### config.mk
export PLATFORM = sky130hd
export DESIGN_NAME = pending_event_queue_flat
export DESIGN_NICKNAME = d
export VERILOG_FILES = /design/src/rtl/peq_pkg.sv /design/src/rtl/peq_if.sv /design/src/rtl/peq_ram.sv /design/src/rtl/peq_cfg.sv /design/src/rtl/peq_ctrl.sv /design/src/rtl/pending_event_queue.sv /design/src/flat_wrapper.sv
export VERILOG_INCLUDE_DIRS = /design/src /design/src/rtl
export SDC_FILE = /design/constraint.sdc
export NUM_CORES = 2
export LEC_CHECK = 0
export ABC_AREA = 1
export BUFFER_PORTS_ARGS = -buffer_cell sky130_fd_sc_hd__buf_2
export CAP_MARGIN = 10
export CORE_MARGIN = 2
export CORE_UTILIZATION = 55
export CTS_BUF_LIST = sky130_fd_sc_hd__clkbuf_4
export DETAILED_ROUTE_END_ITERATION = 16
export PLACE_DENSITY = 0.67
export SLEW_MARGIN = 20
export SYNTH_ARGS = -nofsm -noshare
export SYNTH_HDL_FRONTEND = slang
export SYNTH_HIERARCHICAL = 1
export SYNTH_SLANG_ARGS = --single-unit
export TNS_END_PERCENT = 5
### constraint.sdc
create_clock -name clk -period 5.9 [get_ports clk]
set_clock_uncertainty 0.1 [all_clocks]
set_input_delay 0.59 -clock clk [delete_from_list [all_inputs] [get_ports clk]]
set_output_delay 0.59 -clock clk [all_outputs]
set_load 0.01 [all_outputs]
### src/rtl/assert_macros.svh
// Assertion macros shared by the pending event queue RTL.
// No dependencies; included by the modules that carry checks.
`ifndef ASSERT_MACROS_SVH
`define ASSERT_MACROS_SVH
`ifndef NO_ASSERTIONS
// Clocked check, disabled while reset is asserted (active low)
`define PEQ_ASSERT(name, clk, rst_n, prop) \
  name: assert property (@(posedge clk) disable iff (!rst_n) prop) \
    else $error("%m: check failed");
// Clocked check that also holds during reset
`define PEQ_ASSERT_ALWAYS(name, clk, prop) \
  name: assert property (@(posedge clk) prop) \
    else $error("%m: check failed");
`else
`define PEQ_ASSERT(name, clk, rst_n, prop)
`define PEQ_ASSERT_ALWAYS(name, clk, prop)
`endif
`endif

### src/rtl/peq_pkg.sv
// Types and constants of the pending event queue.
// No dependencies; imported by every module and interface of the block.
package peq_pkg;

  localparam int FUNC_W     = 3;
  localparam int CODE_W     = 8;
  localparam int POS_W      = 6;
  localparam int STATUS_W   = 2;
  localparam int CFG_IDX_W  = 2;
  localparam int CFG_DATA_W = 8;

  localparam int LIMIT_RESET = 20;
  localparam int LIMIT_MIN   = 2;

  typedef enum logic [FUNC_W-1:0] {
    FN_ENQ    = 3'd0,
    FN_DEQ    = 3'd1,
    FN_CANCEL = 3'd2,
    FN_SETEN  = 3'd3,
    FN_SCAN   = 3'd4
  } func_t;

  typedef enum logic [STATUS_W-1:0] {
    ST_OK        = 2'd0,
    ST_OVERFLOW  = 2'd1,
    ST_EMPTY     = 2'd2,
    ST_NOT_FOUND = 2'd3
  } status_t;

  typedef enum logic [CFG_IDX_W-1:0] {
    CFG_LIMIT    = 2'd0,
    CFG_TIMEOUT  = 2'd1,
    CFG_FINALIZE = 2'd2
  } cfg_idx_t;

  typedef enum logic [2:0] {
    S_IDLE,
    S_DEQ,
    S_SEARCH,
    S_SHIFT,
    S_FINISH
  } state_t;

  typedef struct packed {
    logic [CODE_W-1:0] timeout_code;
    logic [CODE_W-1:0] finalize_code;
  } peq_codes_t;

endpackage

### src/rtl/peq_if.sv
// Valid/ready channel interfaces for operation requests and results.
// Depends on peq_pkg for field widths.
interface peq_in_if
  import peq_pkg::*;
#(
  parameter int PAYLOAD_BITS = 32
);
  logic                    valid;
  logic                    ready;
  logic [FUNC_W-1:0]       func;
  logic [CODE_W-1:0]       event_code;
  logic [PAYLOAD_BITS-1:0] event_payload;
  logic                    payload_is_ref;
  logic                    enable_value;
  logic [POS_W-1:0]        scan_start;

  modport source (output valid, func, event_code, event_payload, payload_is_ref,
                  enable_value, scan_start, input ready);
  modport sink   (input valid, func, event_code, event_payload, payload_is_ref,
                  enable_value, scan_start, output ready);
endinterface

interface peq_out_if
  import peq_pkg::*;
#(
  parameter int PAYLOAD_BITS = 32
);
  logic                    valid;
  logic                    ready;
  logic [STATUS_W-1:0]     status;
  logic [CODE_W-1:0]       out_code;
  logic [PAYLOAD_BITS-1:0] out_payload;
  logic                    out_is_ref;
  logic                    old_enable;
  logic [POS_W-1:0]        next_position;
  logic                    ready_now;
  logic [POS_W-1:0]        entries_held;

  modport source (output valid, status, out_code, out_payload, out_is_ref, old_enable,
                  next_position, ready_now, entries_held, input ready);
  modport sink   (input valid, status, out_code, out_payload, out_is_ref, old_enable,
                  next_position, ready_now, entries_held, output ready);
endinterface

### src/rtl/peq_ram.sv
// Entry store: single write port, single read port, registered read data.
// Depends on peq_pkg only through the common import style.
module peq_ram
  import peq_pkg::*;
#(
  parameter int DEPTH = 32,
  parameter int WIDTH = 41
) (
  input  logic                     clk,
  input  logic                     we,
  input  logic [$clog2(DEPTH)-1:0] waddr,
  input  logic [WIDTH-1:0]         wdata,
  input  logic [$clog2(DEPTH)-1:0] raddr,
  output logic [WIDTH-1:0]         rdata
);

  logic [WIDTH-1:0] mem [DEPTH];
  logic [WIDTH-1:0] rdata_r;

  // Write the entry
  always_ff @(posedge clk) begin
    if (we) begin
      mem[waddr] <= wdata;
    end
  end

  // Registered read port
  always_ff @(posedge clk) begin
    rdata_r <= mem[raddr];
  end

  assign rdata = rdata_r;

endmodule

### src/rtl/peq_cfg.sv
// Configuration registers: queue limit with adjustment, timeout and finalize codes.
// Depends on peq_pkg for register indexes and widths.
module peq_cfg
  import peq_pkg::*;
#(
  parameter int DEPTH = 32
) (
  input  logic                       clk,
  input  logic                       rst_n,
  input  logic                       cfg_we,
  input  logic [CFG_IDX_W-1:0]       cfg_index,
  input  logic [CFG_DATA_W-1:0]      cfg_wdata,
  input  logic [$clog2(DEPTH+1)-1:0] count,
  output logic [$clog2(DEPTH+1)-1:0] limit,
  output peq_codes_t                 codes
);

  localparam int CNT_W   = $clog2(DEPTH + 1);
  localparam int CMP_W   = (CNT_W > POS_W) ? CNT_W : POS_W;
  localparam int LIM_RST = (LIMIT_RESET > DEPTH) ? DEPTH : LIMIT_RESET;

  logic [CNT_W-1:0] limit_r, limit_nxt;
  peq_codes_t       codes_r, codes_nxt;
  logic [CMP_W-1:0] req_lim;
  logic [CMP_W-1:0] adj_lim;

  // Raise the written limit to the minimum and to the count, cap at depth
  always_comb begin
    req_lim = CMP_W'(cfg_wdata[POS_W-1:0]);
    adj_lim = req_lim;
    if (adj_lim < CMP_W'(LIMIT_MIN)) begin
      adj_lim = CMP_W'(LIMIT_MIN);
    end
    if (adj_lim < CMP_W'(count)) begin
      adj_lim = CMP_W'(count);
    end
    if (adj_lim > CMP_W'(DEPTH)) begin
      adj_lim = CMP_W'(DEPTH);
    end
  end

  // Decode the register index
  always_comb begin
    limit_nxt = limit_r;
    codes_nxt = codes_r;
    if (cfg_we) begin
      unique case (cfg_idx_t'(cfg_index))
        CFG_LIMIT:    limit_nxt = CNT_W'(adj_lim);
        CFG_TIMEOUT:  codes_nxt.timeout_code = cfg_wdata[CODE_W-1:0];
        CFG_FINALIZE: codes_nxt.finalize_code = cfg_wdata[CODE_W-1:0];
        default: ;
      endcase
    end
  end

  always_ff @(posedge clk) begin
    if (!rst_n) begin
      limit_r                <= CNT_W'(LIM_RST);
      codes_r.timeout_code   <= CODE_W'(1);
      codes_r.finalize_code  <= CODE_W'(2);
    end else begin
      limit_r <= limit_nxt;
      codes_r <= codes_nxt;
    end
  end

  assign limit = limit_r;
  assign codes = codes_r;

endmodule

### src/rtl/peq_ctrl.sv
// Queue sequencer: circular addressing, entry walks over the RAM and result staging.
// Depends on peq_pkg, peq_if and assert_macros.svh; drives peq_ram.
`include "assert_macros.svh"
module peq_ctrl
  import peq_pkg::*;
#(
  parameter int DEPTH        = 32,
  parameter int PAYLOAD_BITS = 32
) (
  input  logic                                  clk,
  input  logic                                  rst_n,
  peq_in_if.sink                                in_ch,
  peq_out_if.source                             out_ch,
  input  logic [$clog2(DEPTH+1)-1:0]            limit,
  input  peq_codes_t                            codes,
  output logic [$clog2(DEPTH+1)-1:0]            count,
  output logic                                  ram_we,
  output logic [$clog2(DEPTH)-1:0]              ram_waddr,
  output logic [CODE_W+PAYLOAD_BITS:0]          ram_wdata,
  output logic [$clog2(DEPTH)-1:0]              ram_raddr,
  input  logic [CODE_W+PAYLOAD_BITS:0]          ram_rdata
);

  localparam int IDX_W  = $clog2(DEPTH);
  localparam int CNT_W  = $clog2(DEPTH + 1);
  localparam int CMP_W  = (CNT_W > POS_W) ? CNT_W : POS_W;
  localparam int DATA_W = CODE_W + PAYLOAD_BITS + 1;

  // Map a queue position to a RAM address relative to the head
  function automatic logic [IDX_W-1:0] phys(input logic [IDX_W-1:0] h,
                                            input logic [CNT_W-1:0] l);
    logic [CNT_W:0] s;
    s = (CNT_W+1)'(h) + (CNT_W+1)'(l);
    if (s >= (CNT_W+1)'(DEPTH)) begin
      s = s - (CNT_W+1)'(DEPTH);
    end
    return s[IDX_W-1:0];
  endfunction

  state_t                  state_r, state_nxt;
  logic [IDX_W-1:0]        head_r, head_nxt;
  logic [CNT_W-1:0]        count_r, count_nxt;
  logic                    en_r, en_nxt;
  logic                    rdy_r, rdy_nxt;
  logic [CNT_W-1:0]        rd_idx_r, rd_idx_nxt;
  logic [CNT_W-1:0]        chk_idx_r, chk_idx_nxt;
  logic                    chk_vld_r, chk_vld_nxt;
  logic                    is_scan_r, is_scan_nxt;

  status_t                 res_status_r, res_status_nxt;
  logic [CODE_W-1:0]       res_code_r, res_code_nxt;
  logic [PAYLOAD_BITS-1:0] res_pay_r, res_pay_nxt;
  logic                    res_ref_r, res_ref_nxt;
  logic                    res_olden_r, res_olden_nxt;
  logic [POS_W-1:0]        res_pos_r, res_pos_nxt;

  logic                    out_valid_r, out_valid_nxt;
  logic                    out_load;
  status_t                 out_status_r;
  logic [CODE_W-1:0]       out_code_r;
  logic [PAYLOAD_BITS-1:0] out_pay_r;
  logic                    out_ref_r;
  logic                    out_olden_r;
  logic [POS_W-1:0]        out_pos_r;
  logic                    out_rdy_r;
  logic [POS_W-1:0]        out_held_r;

  logic                    in_xfer;
  logic                    rd_en;
  logic                    hit;
  logic [CODE_W-1:0]       rd_code;
  logic [PAYLOAD_BITS-1:0] rd_pay;
  logic                    rd_ref;
  logic [CNT_W-1:0]        count_dec;
  logic [CMP_W-1:0]        start_ext;

  assign rd_code   = ram_rdata[CODE_W-1:0];
  assign rd_pay    = ram_rdata[CODE_W +: PAYLOAD_BITS];
  assign rd_ref    = ram_rdata[DATA_W-1];
  assign count_dec = count_r - CNT_W'(1);
  assign start_ext = CMP_W'(in_ch.scan_start);

  assign in_ch.ready = (state_r == S_IDLE);
  assign in_xfer     = in_ch.valid && in_ch.ready;
  assign out_load    = (state_r == S_FINISH) && (!out_valid_r || out_ch.ready);

  // Match of the entry read in the previous cycle
  assign hit = chk_vld_r &&
               (is_scan_r ? ((rd_code == codes.finalize_code) && rd_ref)
                          : (rd_code == codes.timeout_code));

  // Sequence each operation and drive the RAM ports
  always_comb begin
    state_nxt      = state_r;
    head_nxt       = head_r;
    count_nxt      = count_r;
    en_nxt         = en_r;
    rdy_nxt        = rdy_r;
    rd_idx_nxt     = rd_idx_r;
    chk_idx_nxt    = chk_idx_r;
    chk_vld_nxt    = chk_vld_r;
    is_scan_nxt    = is_scan_r;
    res_status_nxt = res_status_r;
    res_code_nxt   = res_code_r;
    res_pay_nxt    = res_pay_r;
    res_ref_nxt    = res_ref_r;
    res_olden_nxt  = res_olden_r;
    res_pos_nxt    = res_pos_r;
    ram_we         = 1'b0;
    ram_waddr      = phys(head_r, count_r);
    ram_wdata      = {in_ch.payload_is_ref, in_ch.event_payload, in_ch.event_code};
    ram_raddr      = head_r;
    rd_en          = 1'b0;

    unique case (state_r)
      S_IDLE: begin
        if (in_xfer) begin
          res_status_nxt = ST_OK;
          res_code_nxt   = '0;
          res_pay_nxt    = '0;
          res_ref_nxt    = 1'b0;
          res_olden_nxt  = 1'b0;
          res_pos_nxt    = '0;
          state_nxt      = S_FINISH;
          case (func_t'(in_ch.func))
            FN_ENQ: begin
              if ((count_r >= limit) || (count_r >= CNT_W'(DEPTH))) begin
                res_status_nxt = ST_OVERFLOW;
              end else begin
                ram_we    = 1'b1;
                count_nxt = count_r + CNT_W'(1);
                if (en_r) begin
                  rdy_nxt = 1'b1;
                end
              end
            end
            FN_DEQ: begin
              en_nxt  = 1'b0;
              rdy_nxt = 1'b0;
              if (count_r == '0) begin
                res_status_nxt = ST_EMPTY;
              end else begin
                rd_en     = 1'b1;
                state_nxt = S_DEQ;
              end
            end
            FN_CANCEL: begin
              is_scan_nxt = 1'b0;
              rd_idx_nxt  = '0;
              chk_vld_nxt = 1'b0;
              state_nxt   = S_SEARCH;
            end
            FN_SETEN: begin
              res_olden_nxt = en_r;
              en_nxt        = in_ch.enable_value;
              rdy_nxt       = in_ch.enable_value && (count_r != '0);
            end
            FN_SCAN: begin
              is_scan_nxt = 1'b1;
              chk_vld_nxt = 1'b0;
              rd_idx_nxt  = (start_ext > CMP_W'(count_r)) ? count_r
                                                           : CNT_W'(in_ch.scan_start);
              state_nxt   = S_SEARCH;
            end
            default: ;
          endcase
        end
      end

      S_DEQ: begin
        // Take the head and advance it
        res_code_nxt = rd_code;
        res_pay_nxt  = rd_pay;
        res_ref_nxt  = rd_ref;
        head_nxt     = (head_r == IDX_W'(DEPTH - 1)) ? '0 : head_r + IDX_W'(1);
        count_nxt    = count_dec;
        state_nxt    = S_FINISH;
      end

      S_SEARCH: begin
        if (hit) begin
          if (is_scan_r) begin
            res_pay_nxt = rd_pay;
            res_pos_nxt = POS_W'(chk_idx_r + CNT_W'(1));
            state_nxt   = S_FINISH;
          end else begin
            // Close the gap behind the matching entry
            rd_idx_nxt  = chk_idx_r + CNT_W'(1);
            chk_vld_nxt = 1'b0;
            state_nxt   = S_SHIFT;
          end
        end else if (rd_idx_r < count_r) begin
          rd_en       = 1'b1;
          ram_raddr   = phys(head_r, rd_idx_r);
          chk_idx_nxt = rd_idx_r;
          chk_vld_nxt = 1'b1;
          rd_idx_nxt  = rd_idx_r + CNT_W'(1);
        end else begin
          res_status_nxt = ST_NOT_FOUND;
          chk_vld_nxt    = 1'b0;
          if (is_scan_r) begin
            res_pos_nxt = POS_W'(count_r);
          end else if (count_r == '0) begin
            rdy_nxt = 1'b0;
          end
          state_nxt = S_FINISH;
        end
      end

      S_SHIFT: begin
        // Move each later entry one place forward
        if (chk_vld_r) begin
          ram_we    = 1'b1;
          ram_waddr = phys(head_r, chk_idx_r - CNT_W'(1));
          ram_wdata = ram_rdata;
        end
        if (rd_idx_r < count_r) begin
          rd_en       = 1'b1;
          ram_raddr   = phys(head_r, rd_idx_r);
          chk_idx_nxt = rd_idx_r;
          chk_vld_nxt = 1'b1;
          rd_idx_nxt  = rd_idx_r + CNT_W'(1);
        end else begin
          chk_vld_nxt = 1'b0;
          if (!chk_vld_r) begin
            count_nxt = count_dec;
            if (count_dec == '0) begin
              rdy_nxt = 1'b0;
            end
            state_nxt = S_FINISH;
          end
        end
      end

      S_FINISH: begin
        if (out_load) begin
          state_nxt = S_IDLE;
        end
      end

      default: state_nxt = S_IDLE;
    endcase
  end

  // Hold the result until the sink takes it
  always_comb begin
    out_valid_nxt = out_valid_r;
    if (out_load) begin
      out_valid_nxt = 1'b1;
    end else if (out_ch.ready) begin
      out_valid_nxt = 1'b0;
    end
  end

  // Control state
  always_ff @(posedge clk) begin
    if (!rst_n) begin
      state_r     <= S_IDLE;
      head_r      <= '0;
      count_r     <= '0;
      en_r        <= 1'b1;
      rdy_r       <= 1'b0;
      rd_idx_r    <= '0;
      chk_idx_r   <= '0;
      chk_vld_r   <= 1'b0;
      is_scan_r   <= 1'b0;
      out_valid_r <= 1'b0;
    end else begin
      state_r     <= state_nxt;
      head_r      <= head_nxt;
      count_r     <= count_nxt;
      en_r        <= en_nxt;
      rdy_r       <= rdy_nxt;
      rd_idx_r    <= rd_idx_nxt;
      chk_idx_r   <= chk_idx_nxt;
      chk_vld_r   <= chk_vld_nxt;
      is_scan_r   <= is_scan_nxt;
      out_valid_r <= out_valid_nxt;
    end
  end

  // Result staging and output registers
  always_ff @(posedge clk) begin
    res_status_r <= res_status_nxt;
    res_code_r   <= res_code_nxt;
    res_pay_r    <= res_pay_nxt;
    res_ref_r    <= res_ref_nxt;
    res_olden_r  <= res_olden_nxt;
    res_pos_r    <= res_pos_nxt;
    if (out_load) begin
      out_status_r <= res_status_r;
      out_code_r   <= res_code_r;
      out_pay_r    <= res_pay_r;
      out_ref_r    <= res_ref_r;
      out_olden_r  <= res_olden_r;
      out_pos_r    <= res_pos_r;
      out_rdy_r    <= rdy_r;
      out_held_r   <= POS_W'(count_r);
    end
  end

  assign count                = count_r;
  assign out_ch.valid         = out_valid_r;
  assign out_ch.status        = out_status_r;
  assign out_ch.out_code      = out_code_r;
  assign out_ch.out_payload   = out_pay_r;
  assign out_ch.out_is_ref    = out_ref_r;
  assign out_ch.old_enable    = out_olden_r;
  assign out_ch.next_position = out_pos_r;
  assign out_ch.ready_now     = out_rdy_r;
  assign out_ch.entries_held  = out_held_r;

  `PEQ_ASSERT(a_rdy_nonempty, clk, rst_n, rdy_r |-> (count_r != '0))
  `PEQ_ASSERT(a_count_in_limit, clk, rst_n, count_r <= limit)
  `PEQ_ASSERT(a_enq_grows, clk, rst_n, (in_xfer && (func_t'(in_ch.func) == FN_ENQ) && (count_r < limit)) |=> (count_r == $past(count_r) + CNT_W'(1)))
  `PEQ_ASSERT(a_shift_no_clash, clk, rst_n, (state_r == S_SHIFT && ram_we && rd_en) |-> (ram_waddr != ram_raddr))
  `PEQ_ASSERT(a_out_from_finish, clk, rst_n, $rose(out_valid_r) |-> $past(state_r == S_FINISH))

endmodule

### src/rtl/pending_event_queue.sv
// Top level of the pending event queue: configuration, sequencer and entry RAM.
// Depends on peq_pkg, peq_if, peq_cfg, peq_ctrl and peq_ram.
//
//   channel   direction  handshake        contents
//   in_ch     sink       valid/ready      func, event fields, enable_value, scan_start
//   out_ch    source     valid/ready      status, dequeued/found entry, flags, count
//   cfg_*     sink       write enable     register index and write data, no read-back
//
// One operation at a time; enqueue, set enable and unused codes pass from the transfer
// through S_FINISH to the output register, dequeue through S_DEQ and S_FINISH.
// Scan reads one entry per cycle through the single RAM read port.
// Cancel searches, then moves each later entry forward one per cycle.
// Reset: synchronous on rst_n, empty queue, enable set, ready clear, no clearing pass.
// A result waiting on out_ch does not block the next input transfer; a second result
// waits in the sequencer until the output register frees.
module pending_event_queue
  import peq_pkg::*;
#(
  parameter int QUEUE_DEPTH  = 32,
  parameter int PAYLOAD_BITS = 32
) (
  input  logic                  clk,
  input  logic                  rst_n,
  peq_in_if.sink                in_ch,
  peq_out_if.source             out_ch,
  input  logic                  cfg_we,
  input  logic [CFG_IDX_W-1:0]  cfg_index,
  input  logic [CFG_DATA_W-1:0] cfg_wdata
);

  localparam int IDX_W  = $clog2(QUEUE_DEPTH);
  localparam int CNT_W  = $clog2(QUEUE_DEPTH + 1);
  localparam int DATA_W = CODE_W + PAYLOAD_BITS + 1;

  logic [CNT_W-1:0]  count;
  logic [CNT_W-1:0]  limit;
  peq_codes_t        codes;
  logic              ram_we;
  logic [IDX_W-1:0]  ram_waddr;
  logic [DATA_W-1:0] ram_wdata;
  logic [IDX_W-1:0]  ram_raddr;
  logic [DATA_W-1:0] ram_rdata;

  // Configuration registers
  peq_cfg #(
    .DEPTH (QUEUE_DEPTH)
  ) u_cfg (
    .clk       (clk),
    .rst_n     (rst_n),
    .cfg_we    (cfg_we),
    .cfg_index (cfg_index),
    .cfg_wdata (cfg_wdata),
    .count     (count),
    .limit     (limit),
    .codes     (codes)
  );

  // Operation sequencer
  peq_ctrl #(
    .DEPTH        (QUEUE_DEPTH),
    .PAYLOAD_BITS (PAYLOAD_BITS)
  ) u_ctrl (
    .clk       (clk),
    .rst_n     (rst_n),
    .in_ch     (in_ch),
    .out_ch    (out_ch),
    .limit     (limit),
    .codes     (codes),
    .count     (count),
    .ram_we    (ram_we),
    .ram_waddr (ram_waddr),
    .ram_wdata (ram_wdata),
    .ram_raddr (ram_raddr),
    .ram_rdata (ram_rdata)
  );

  // Entry store
  peq_ram #(
    .DEPTH (QUEUE_DEPTH),
    .WIDTH (DATA_W)
  ) u_ram (
    .clk   (clk),
    .we    (ram_we),
    .waddr (ram_waddr),
    .wdata (ram_wdata),
    .raddr (ram_raddr),
    .rdata (ram_rdata)
  );

endmodule
### src/flat_wrapper.sv
// flat-port wrapper written by rule: the top's interface ports become plain ports
module pending_event_queue_flat import peq_pkg::*;
#(
  parameter int QUEUE_DEPTH  = 32,
  parameter int PAYLOAD_BITS = 32
)
  (clk, rst_n, cfg_we, cfg_index, cfg_wdata, in_ch_valid, in_ch_func, in_ch_event_code, in_ch_event_payload, in_ch_payload_is_ref, in_ch_enable_value, in_ch_scan_start, in_ch_ready, out_ch_valid, out_ch_status, out_ch_out_code, out_ch_out_payload, out_ch_out_is_ref, out_ch_old_enable, out_ch_next_position, out_ch_ready_now, out_ch_entries_held, out_ch_ready);
  peq_in_if #(.PAYLOAD_BITS(PAYLOAD_BITS)) in_ch_i ();
  peq_out_if #(.PAYLOAD_BITS(PAYLOAD_BITS)) out_ch_i ();
  input  logic clk;
  input  logic rst_n;
  input  logic cfg_we;
  input  logic [CFG_IDX_W-1:0] cfg_index;
  input  logic [CFG_DATA_W-1:0] cfg_wdata;
  input wire logic [$bits(in_ch_i.valid)-1:0] in_ch_valid;
  input wire logic [$bits(in_ch_i.func)-1:0] in_ch_func;
  input wire logic [$bits(in_ch_i.event_code)-1:0] in_ch_event_code;
  input wire logic [$bits(in_ch_i.event_payload)-1:0] in_ch_event_payload;
  input wire logic [$bits(in_ch_i.payload_is_ref)-1:0] in_ch_payload_is_ref;
  input wire logic [$bits(in_ch_i.enable_value)-1:0] in_ch_enable_value;
  input wire logic [$bits(in_ch_i.scan_start)-1:0] in_ch_scan_start;
  output wire logic [$bits(in_ch_i.ready)-1:0] in_ch_ready;
  output wire logic [$bits(out_ch_i.valid)-1:0] out_ch_valid;
  output wire logic [$bits(out_ch_i.status)-1:0] out_ch_status;
  output wire logic [$bits(out_ch_i.out_code)-1:0] out_ch_out_code;
  output wire logic [$bits(out_ch_i.out_payload)-1:0] out_ch_out_payload;
  output wire logic [$bits(out_ch_i.out_is_ref)-1:0] out_ch_out_is_ref;
  output wire logic [$bits(out_ch_i.old_enable)-1:0] out_ch_old_enable;
  output wire logic [$bits(out_ch_i.next_position)-1:0] out_ch_next_position;
  output wire logic [$bits(out_ch_i.ready_now)-1:0] out_ch_ready_now;
  output wire logic [$bits(out_ch_i.entries_held)-1:0] out_ch_entries_held;
  input wire logic [$bits(out_ch_i.ready)-1:0] out_ch_ready;
  assign in_ch_i.valid = in_ch_valid;
  assign in_ch_i.func = in_ch_func;
  assign in_ch_i.event_code = in_ch_event_code;
  assign in_ch_i.event_payload = in_ch_event_payload;
  assign in_ch_i.payload_is_ref = in_ch_payload_is_ref;
  assign in_ch_i.enable_value = in_ch_enable_value;
  assign in_ch_i.scan_start = in_ch_scan_start;
  assign in_ch_ready = in_ch_i.ready;
  assign out_ch_valid = out_ch_i.valid;
  assign out_ch_status = out_ch_i.status;
  assign out_ch_out_code = out_ch_i.out_code;
  assign out_ch_out_payload = out_ch_i.out_payload;
  assign out_ch_out_is_ref = out_ch_i.out_is_ref;
  assign out_ch_old_enable = out_ch_i.old_enable;
  assign out_ch_next_position = out_ch_i.next_position;
  assign out_ch_ready_now = out_ch_i.ready_now;
  assign out_ch_entries_held = out_ch_i.entries_held;
  assign out_ch_i.ready = out_ch_ready;
  pending_event_queue #(.QUEUE_DEPTH(QUEUE_DEPTH), .PAYLOAD_BITS(PAYLOAD_BITS)) u_core (.clk(clk), .rst_n(rst_n), .in_ch(in_ch_i), .out_ch(out_ch_i), .cfg_we(cfg_we), .cfg_index(cfg_index), .cfg_wdata(cfg_wdata));
endmodule
-- After elaboration in Yosys (flattened, before gate mapping)
Memories as Yosys holds them, arrays and structs flattened. A register that Yosys moved wholly into a read port is not among the register bits.
Cells that the tools add are included.
- register bits: 160
- RAM bits: 1312
- bits of input ports: 66
- output and inout port bits: 59
- logic and storage cells: 216
- memories: 1
- add/subtract/negate cells: 12
- magnitude comparators: 10
- eq/ne operators: 35
- mux-type cells: 91
- reductions and logical operators: 40
- memories (name ; depth ; width ; read ports ; clocked after memory_dff ; write ports ; RTL line ; RTL):
    u_core.u_ram.mem ; 32 ; 41 ; 1 ; 1 ; 1 ; peq_ram.sv:17 ; logic [WIDTH-1:0] mem [DEPTH];
- operators with widths (operator ; count):
    $mux W6 ; 20
    $mux W32 ; 3
    $pmux W32 S3 ; 1
    $mux W41 ; 2
    $mux W5 ; 8
    $pmux W6 S2 ; 3
    $pmux W6 S3 ; 2
    $mux W1 ; 26
    $mux W3 ; 8
    $ne A2 B2 Y1 const B ; 12
    $add A5 B6 Y7 ; 3
    $ge A7 B6 Y1 const B ; 3
    $add A6 B1 Y6 const B ; 3
    $ne A3 B3 Y1 const B ; 6
    $eq A8 B8 Y1 ; 2
    $pmux W8 S2 ; 1
    $reduce_and A4 Y1 ; 4
    $pmux W3 S5 ; 1
    $sub A5 B1 Y5 const B ; 3
    $eq A3 B2 Y1 const B ; 4
    $logic_not A6 Y1 ; 2
    $lt A6 B6 Y1 ; 2
    $reduce_and A12 Y1 ; 1
    $reduce_and A2 Y1 ; 6
    34 further kinds ; 62

-- Longest topological paths before layout
- depth after elaboration: 8
- depth in mapped cells: 25

-- Modules after synthesis
The synthesis kept the hierarchy.
- modules (own cells, without submodules) (module ; times used ; cells an instance ; area an instance (um^2) ; sequential area each (um^2)):
    peq_ram ; 1 ; 4516 ; 55465.7 ; 40218.6
    peq_ctrl ; 1 ; 867 ; 7589.8 ; 3833.7
    peq_cfg ; 1 ; 148 ; 1114.8 ; 440.4

-- Worst setup path after synthesis
Ideal clock, no wire load.
- path type: register to register
- start point: reg u_core.u_ctrl.chk_idx_r[0]
- end point: mem u_core.u_ram.mem[4][0], enable pin
- arrival time: 3744 ps
- required time: 5360 ps
- slack: 1616 ps
- cell stages (with the launch flop): 13
- buffers on the path: 0
- cell sequence: dfxtp_1 > inv_1 > ha_1 > inv_1 > fa_1 > a21o_1 > a21oi_1 > o21ai_0 > o21ai_0 > inv_1 > inv_1 > nand3_1 > nor2_1
- longest elaborated chain between the ends: 6
- elaborated cells between the ends (all ways): 7
- ends and longest elaborated chain (element ; RTL line ; RTL):
    start, declared ; peq_ctrl.sv:46 ; logic [CNT_W-1:0] chk_idx_r, chk_idx_nxt;
    start signal, assigned ; peq_ctrl.sv:275 ; chk_idx_r <= chk_idx_nxt;
    $sub A6 B1 Y6 (*) ; peq_ctrl.sv:214 ; ram_waddr = phys(head_r, chk_idx_r - CNT_W'(1));
    $add A5 B6 Y7 (*) ; peq_ctrl.sv:33 ; s = (CNT_W+1)'(h) + (CNT_W+1)'(l);
    $ge A7 B6 Y1 or $sub A5 B1 Y5 (tied branches) ; peq_ctrl.sv:34, peq_ctrl.sv:35 ;
    $mux W5 (*) ; peq_ctrl.sv:34 ; if (s >= (CNT_W+1)'(DEPTH)) begin
    $mux W5 (*) ; peq_ctrl.sv:212 ; if (chk_vld_r) begin
    $mux W5 (*) ; peq_ctrl.sv:115 ; unique case (state_r)
    via u_core.ram_waddr[4] ; pending_event_queue.sv:39 ; logic [IDX_W-1:0] ram_waddr;
    end, declared ; peq_ram.sv:17 ;
Mark *: on every way through the listed nets, which the timed path passes. The rest lies on a longest branch.

-- Worst setup path after layout
- start point: reg u_core.u_ctrl.count_r[3], in the netlist u_core/u_ctrl/count[3]
- end point: reg u_core.u_ram.rdata_r[19], in the netlist u_core/u_ram/rdata[19], read port of u_core.u_ram.mem
- longest elaborated chain between the ends: 4
- ends and longest elaborated chain (element ; RTL line ; RTL):
    start, declared ; peq_ctrl.sv:42 ; logic [CNT_W-1:0] count_r, count_nxt;
    start signal, assigned ; peq_ctrl.sv:271 ; count_r <= count_nxt;
    $lt A6 B6 Y1 (*) ; peq_ctrl.sv:192, peq_ctrl.sv:217 ;
    $mux W5 (*) ; peq_ctrl.sv:217 ; if (rd_idx_r < count_r) begin
    $mux W5 ; peq_ctrl.sv:181 ; if (hit) begin
    $pmux W5 S2 (*) ; peq_ctrl.sv:115 ;
    via u_core.ram_raddr[0] ; pending_event_queue.sv:41 ; logic [IDX_W-1:0] ram_raddr;
    end, declared ; peq_ram.sv:18 ; logic [WIDTH-1:0] rdata_r;
Marks and branches as above.
A chain may end at the register's enable or synchronous reset.

==> results.txt <==
----------------------------------------------------
[Synth]
  Predominant post-synthesis flop cell ... edfxtp_1
  YS warnings ... 6
  Number of flip-flops and latches in the synthesized netlist ... 1513
  Mean Syn Cell Area ... 11.6 sq um
  Cell Area, Synth ... 0.0642 sq mm
  Synthesized netlist cell count ... 5531
  Most repeated cell in the gate-level netlist after synthesis ... nand2_1
  Share of flip-flops with an asynchronous set or reset ... 0%
  Total nets after synthesis ... 5643
  Proportion of synthesized chip area in sequential cells ... 69.3%
  List of most frequent post-synthesis cells ... 1846 x nand2_1, 1419 x edfxtp_1, 970 x nand3_1
  Post-synth top area cell ... edfxtp_1
  Synth top area share ... 66.4%
  Leading post-synthesis cells by cell area ... edfxtp_1 66%, nand2_1 11%, nand3_1 7.6%, dfxtp_1 2.9%, nand2_2 2.0%
  Yosys cell types ... slightly above 50
  Post-synth EDFFs ... 1419

[Clock network]
  Count of clock tree sinks ... 1513
  Number of CTS-inserted buffers ... 384
  CTS tree ... built
  Level count of the clock H-tree ... 5
  Clock latency on the worst-skew pair ... around 1.3 ns
  Clock transition at path regs ... 0.06 ns
  Number of buffers on the longest clock path ... 4
  Post-cts gate resize count ... 0
  Root buffer selected by CTS ... clkbuf_4

[Worst hold path]
  Hold Crit Class ... primary input to flip-flop

[Layout]
  Sequential cell area ... 0.0445 sq mm
  Number of inserted filler cells in the final layout ... 9032
  Layout area overhead ... 12.1%
  Fraction of final layout cells with drive strength greater than 1 ... 20.0%
  Net count, final ... 6065
  Post-Layout Cell Count ... roughly 7800
  Multi-input gate area ... 0.0172 sq mm
  Fin area ... 0.0719 sq mm
  Final core utilization ... 62.1%

[Setup path]
  Type of destination of the critical path ... flip-flop
  Flop-to-flop setup slack ... 1.10 ns
  Cell Chain, Critical Path ... clkinv_1 > ha_1 > a21oi_1 > o21a_1 > nand2_2 > inv_2 > nand3_2 > inv_1 > nand2_1 > a21oi_4 > buf_12 > buf_12 > nand2_1 > nand3_2 > nand3_1 > nand2_1 > nand2_1 > nand2_1 > nand2_1 > nand2_1
  Type of the worst setup path ... flip-flop to flip-flop
  Setup crit start kind ... flip-flop
  Cell with the most instances on the worst path ... nand2_1
  Endpoint arrival time on the critical path ... between 5 and 6 ns
  Maximum fanout along the worst path ... 128
  Maximum cell stage delay along the critical path ... roughly 0.49 ns
  Slowest-stage cell, CP ... dfxtp_1
  Required time at the endpoint of the critical path ... 6.94 ns

[Power]
  Leak Pwr ... 27.4 nW
  Worst supply voltage drop on vdd ... 0.362 mV
  Post-layout power ... 32.1 mW
  Power density over the cells ... approximately 450 mW/mm^2

[Die]
  Overall die width ... around 350 um
  Die Outline Area ... 0.119 sq mm
  Die H ... between 300 and 400 um
  Initial Util ... 55.4%
  Row Count ... around 130
  Number of top-level pins ... 125
  Standard cell core area ... 0.116 sq mm

[Timing]
  Number of slew-limit violations in the final report ... 0
  Post-route clock period utilization ... 81.4%
  Hold Slack ... 0.0168 ns
  Number of hold violations in the final report ... 0
  Worst-margin pin slew ... 1.06 ns
  Upper clock frequency limit ... 0.208 GHz
  Total of endpoints with negative setup slack in the final report ... 0
  Relative max-transition margin ... 29.4%
  Setup slack of the critical path after layout ... ~1.1 ns
  Setup repair after global routing missed its margin ... false
  Final period demand of the worst path ... around 4.8 ns
  Sum of negative setup slack ... 0 ns

[Routing]
  First-iteration detailed-routing DRC count ... 4909
  Post-detailed-route DRC marker count ... 0
  Vias per cell ... roughly 5.7
  Avg WL per Cell ... 22.7 um
  Residual antenna-violating net count after detailed routing ... 0
  Iteration count of the initial detailed-routing pass ... 7
  Vias after detailed routing ... 44065
  Total routed wirelength ... 176 mm

[Placement]
  Area after DPL ... ~0.066 sq mm
  Hpwl dp ... 87.3 mm
  Number of cells after detailed placement ... 7002
  Routability congestion estimate ... around 0.91
  DP Worst Slack ... between 1 and 1.5 ns
  I/O Buffers ... 124

[GRT]
  Vias in the first global route ... 42601
  Wire length of the first global-routing pass ... roughly 260 mm
  Pin count of the biggest net entering global routing ... 129
  GRT Util Overall ... approximately 29%
  Total congestion overflow ... 0
  Number of antenna violations at the first check in global routing ... 3

[Run]
  Number of max-cap violations ... 0

[Outcome]
  Status ... completed

----------------------------------------------------
## logic make-up after synthesis
logic type               after synthesis  share of synthesized area, %
AND/OR/NAND/NOR                     3304                          23.1
flip-flops                          1513                          69.3
buffers and inverters                466                          4.79
AO/OA/AOI/OAI                        170                          1.43
adder cells (fa/ha/maj)               46                         0.932
XOR/XNOR                              32                         0.437
## power breakdown
group | internal, mW | switching, mW | total [mW] | leakage (nW)
logic | 3.02 | 7.53 | 10.6 | 10.9
registers | 12.5 | 0.327 | 12.9 | 13.6
clock network | 4.62 | 4.04 | 8.66 | 2.87
## timing repair
action / in CTS / in global routing
hold buffers: 85 / 4
hold endpoints to repair: 1131 / 126
setup buffers: 0 / 0
## worst max-delay path, delay by kind of cell (launching register included)
family	cells	cell delay [ns]
adders and majority gates	1	0.39
AOI/OAI and AO/OA	3	0.62
DFF	1	0.49
buffers and inverters	5	1.62
and+or+nand+nor	11	1.25
## final cells by class
cell class / instances / share of cell area [%]
diodes: 2 / 0.00696
clock buffers: 587 / 6.13
clock inverters: 76 / 0.515
inverters: 158 / 0.892
multi-input cells: 3552 / 23.9
flip-flops and latches: 1513 / 61.9
well taps: 1524 / 2.65
repair buffers: 344 / 4.06
## state kept, by name, summed over array words and instances, names as in the netlist, 2 cells and up
signal / cells
u_core/u_ram/mem: 1312
u_core/u_ctrl/res_code_r: 8
u_core/u_ctrl/state_r: 3
u_core/u_ctrl/chk_idx_r: 6
u_core/u_ctrl/count: 6
u_core/u_cfg/limit: 6
u_core/u_ctrl/out_ch.next_position: 6
u_core/u_ctrl/out_ch.out_payload: 32
u_core/u_ctrl/rd_idx_r: 6
u_core/u_ctrl/out_ch.out_code: 8
u_core/u_ctrl/res_pos_r: 6
u_core/u_ram/rdata: 41
u_core/u_ctrl/res_status_r: 2
u_core/u_ctrl/out_ch.entries_held: 6
u_core/u_ctrl/head_r: 5
u_core/u_ctrl/res_pay_r: 32
u_core/u_cfg/codes: 16
u_core/u_ctrl/out_ch.status: 2
## final timing paths
check             cells past startpoint                                to                         from
setup reg to reg                     20            u_core/u_ram/rdata[19]       u_core/u_ctrl/count[3]
hold reg to reg                       0  u_core/u_ctrl/out_ch.out_code[4]  u_core/u_ctrl/res_code_r[4]
hold / removal                        3          u_core/u_ram/mem[10][14]       in_ch_event_payload[6]
setup / recovery                     20            u_core/u_ram/rdata[19]       u_core/u_ctrl/count[3]
## layer usage
metal	routed length, um	vias to the layer above	track usage [%]
met1	69500	21152	40.2
met5	0	-	0
li1	-	20187	-
met3	18500	360	5.73
met2	82300	2366	46.4
met4	5400	0	11.3
## placed cells by master (no fill, tap or decap), types with 2 or more instances in the layout
| master | Yosys | layout |
|---|---|---|
| nand2_1 | 1846 | 1846 |
| edfxtp_1 | 1419 | 1419 |
| nand3_1 | 970 | 970 |
| clkbuf_4 | 1 | 587 |
| nand2_2 | 207 | 207 |
| inv_1 | 137 | 134 |
| nor2_1 | 160 | 127 |
| buf_2 | 121 | 124 |
| buf_4 | 43 | 97 |
| dfxtp_1 | 94 | 94 |
| dlygate4sd3_1 | 0 | 89 |
| nand3_2 | 72 | 72 |
| clkinv_1 | 1 | 66 |
| a21oi_1 | 48 | 46 |
| ha_1 | 43 | 43 |
| o21ai_0 | 83 | 41 |
| nor2_4 | 3 | 36 |
| o21ai_1 | 21 | 34 |
| buf_12 | 22 | 34 |
| o21ai_4 | 0 | 24 |
| inv_2 | 18 | 23 |
| xor2_1 | 21 | 21 |
| nand4_1 | 11 | 11 |
| xnor2_1 | 11 | 11 |
| nand2_4 | 10 | 10 |
| nor3_1 | 10 | 10 |
| nor2_2 | 7 | 7 |
| o21ai_2 | 0 | 5 |
| bufinv_16 | 0 | 3 |
| a21o_1 | 3 | 3 |
| fa_1 | 3 | 3 |
| diode_2 | 0 | 2 |
| clkinv_2 | 0 | 2 |
| o211ai_1 | 2 | 2 |
| o21a_1 | 2 | 2 |
| a21oi_4 | 0 | 2 |
| nor3_2 | 2 | 2 |
| nor3b_1 | 2 | 2 |
| inv_8 | 0 | 2 |
No activity file was read; power rests on OpenSTA's default activity.
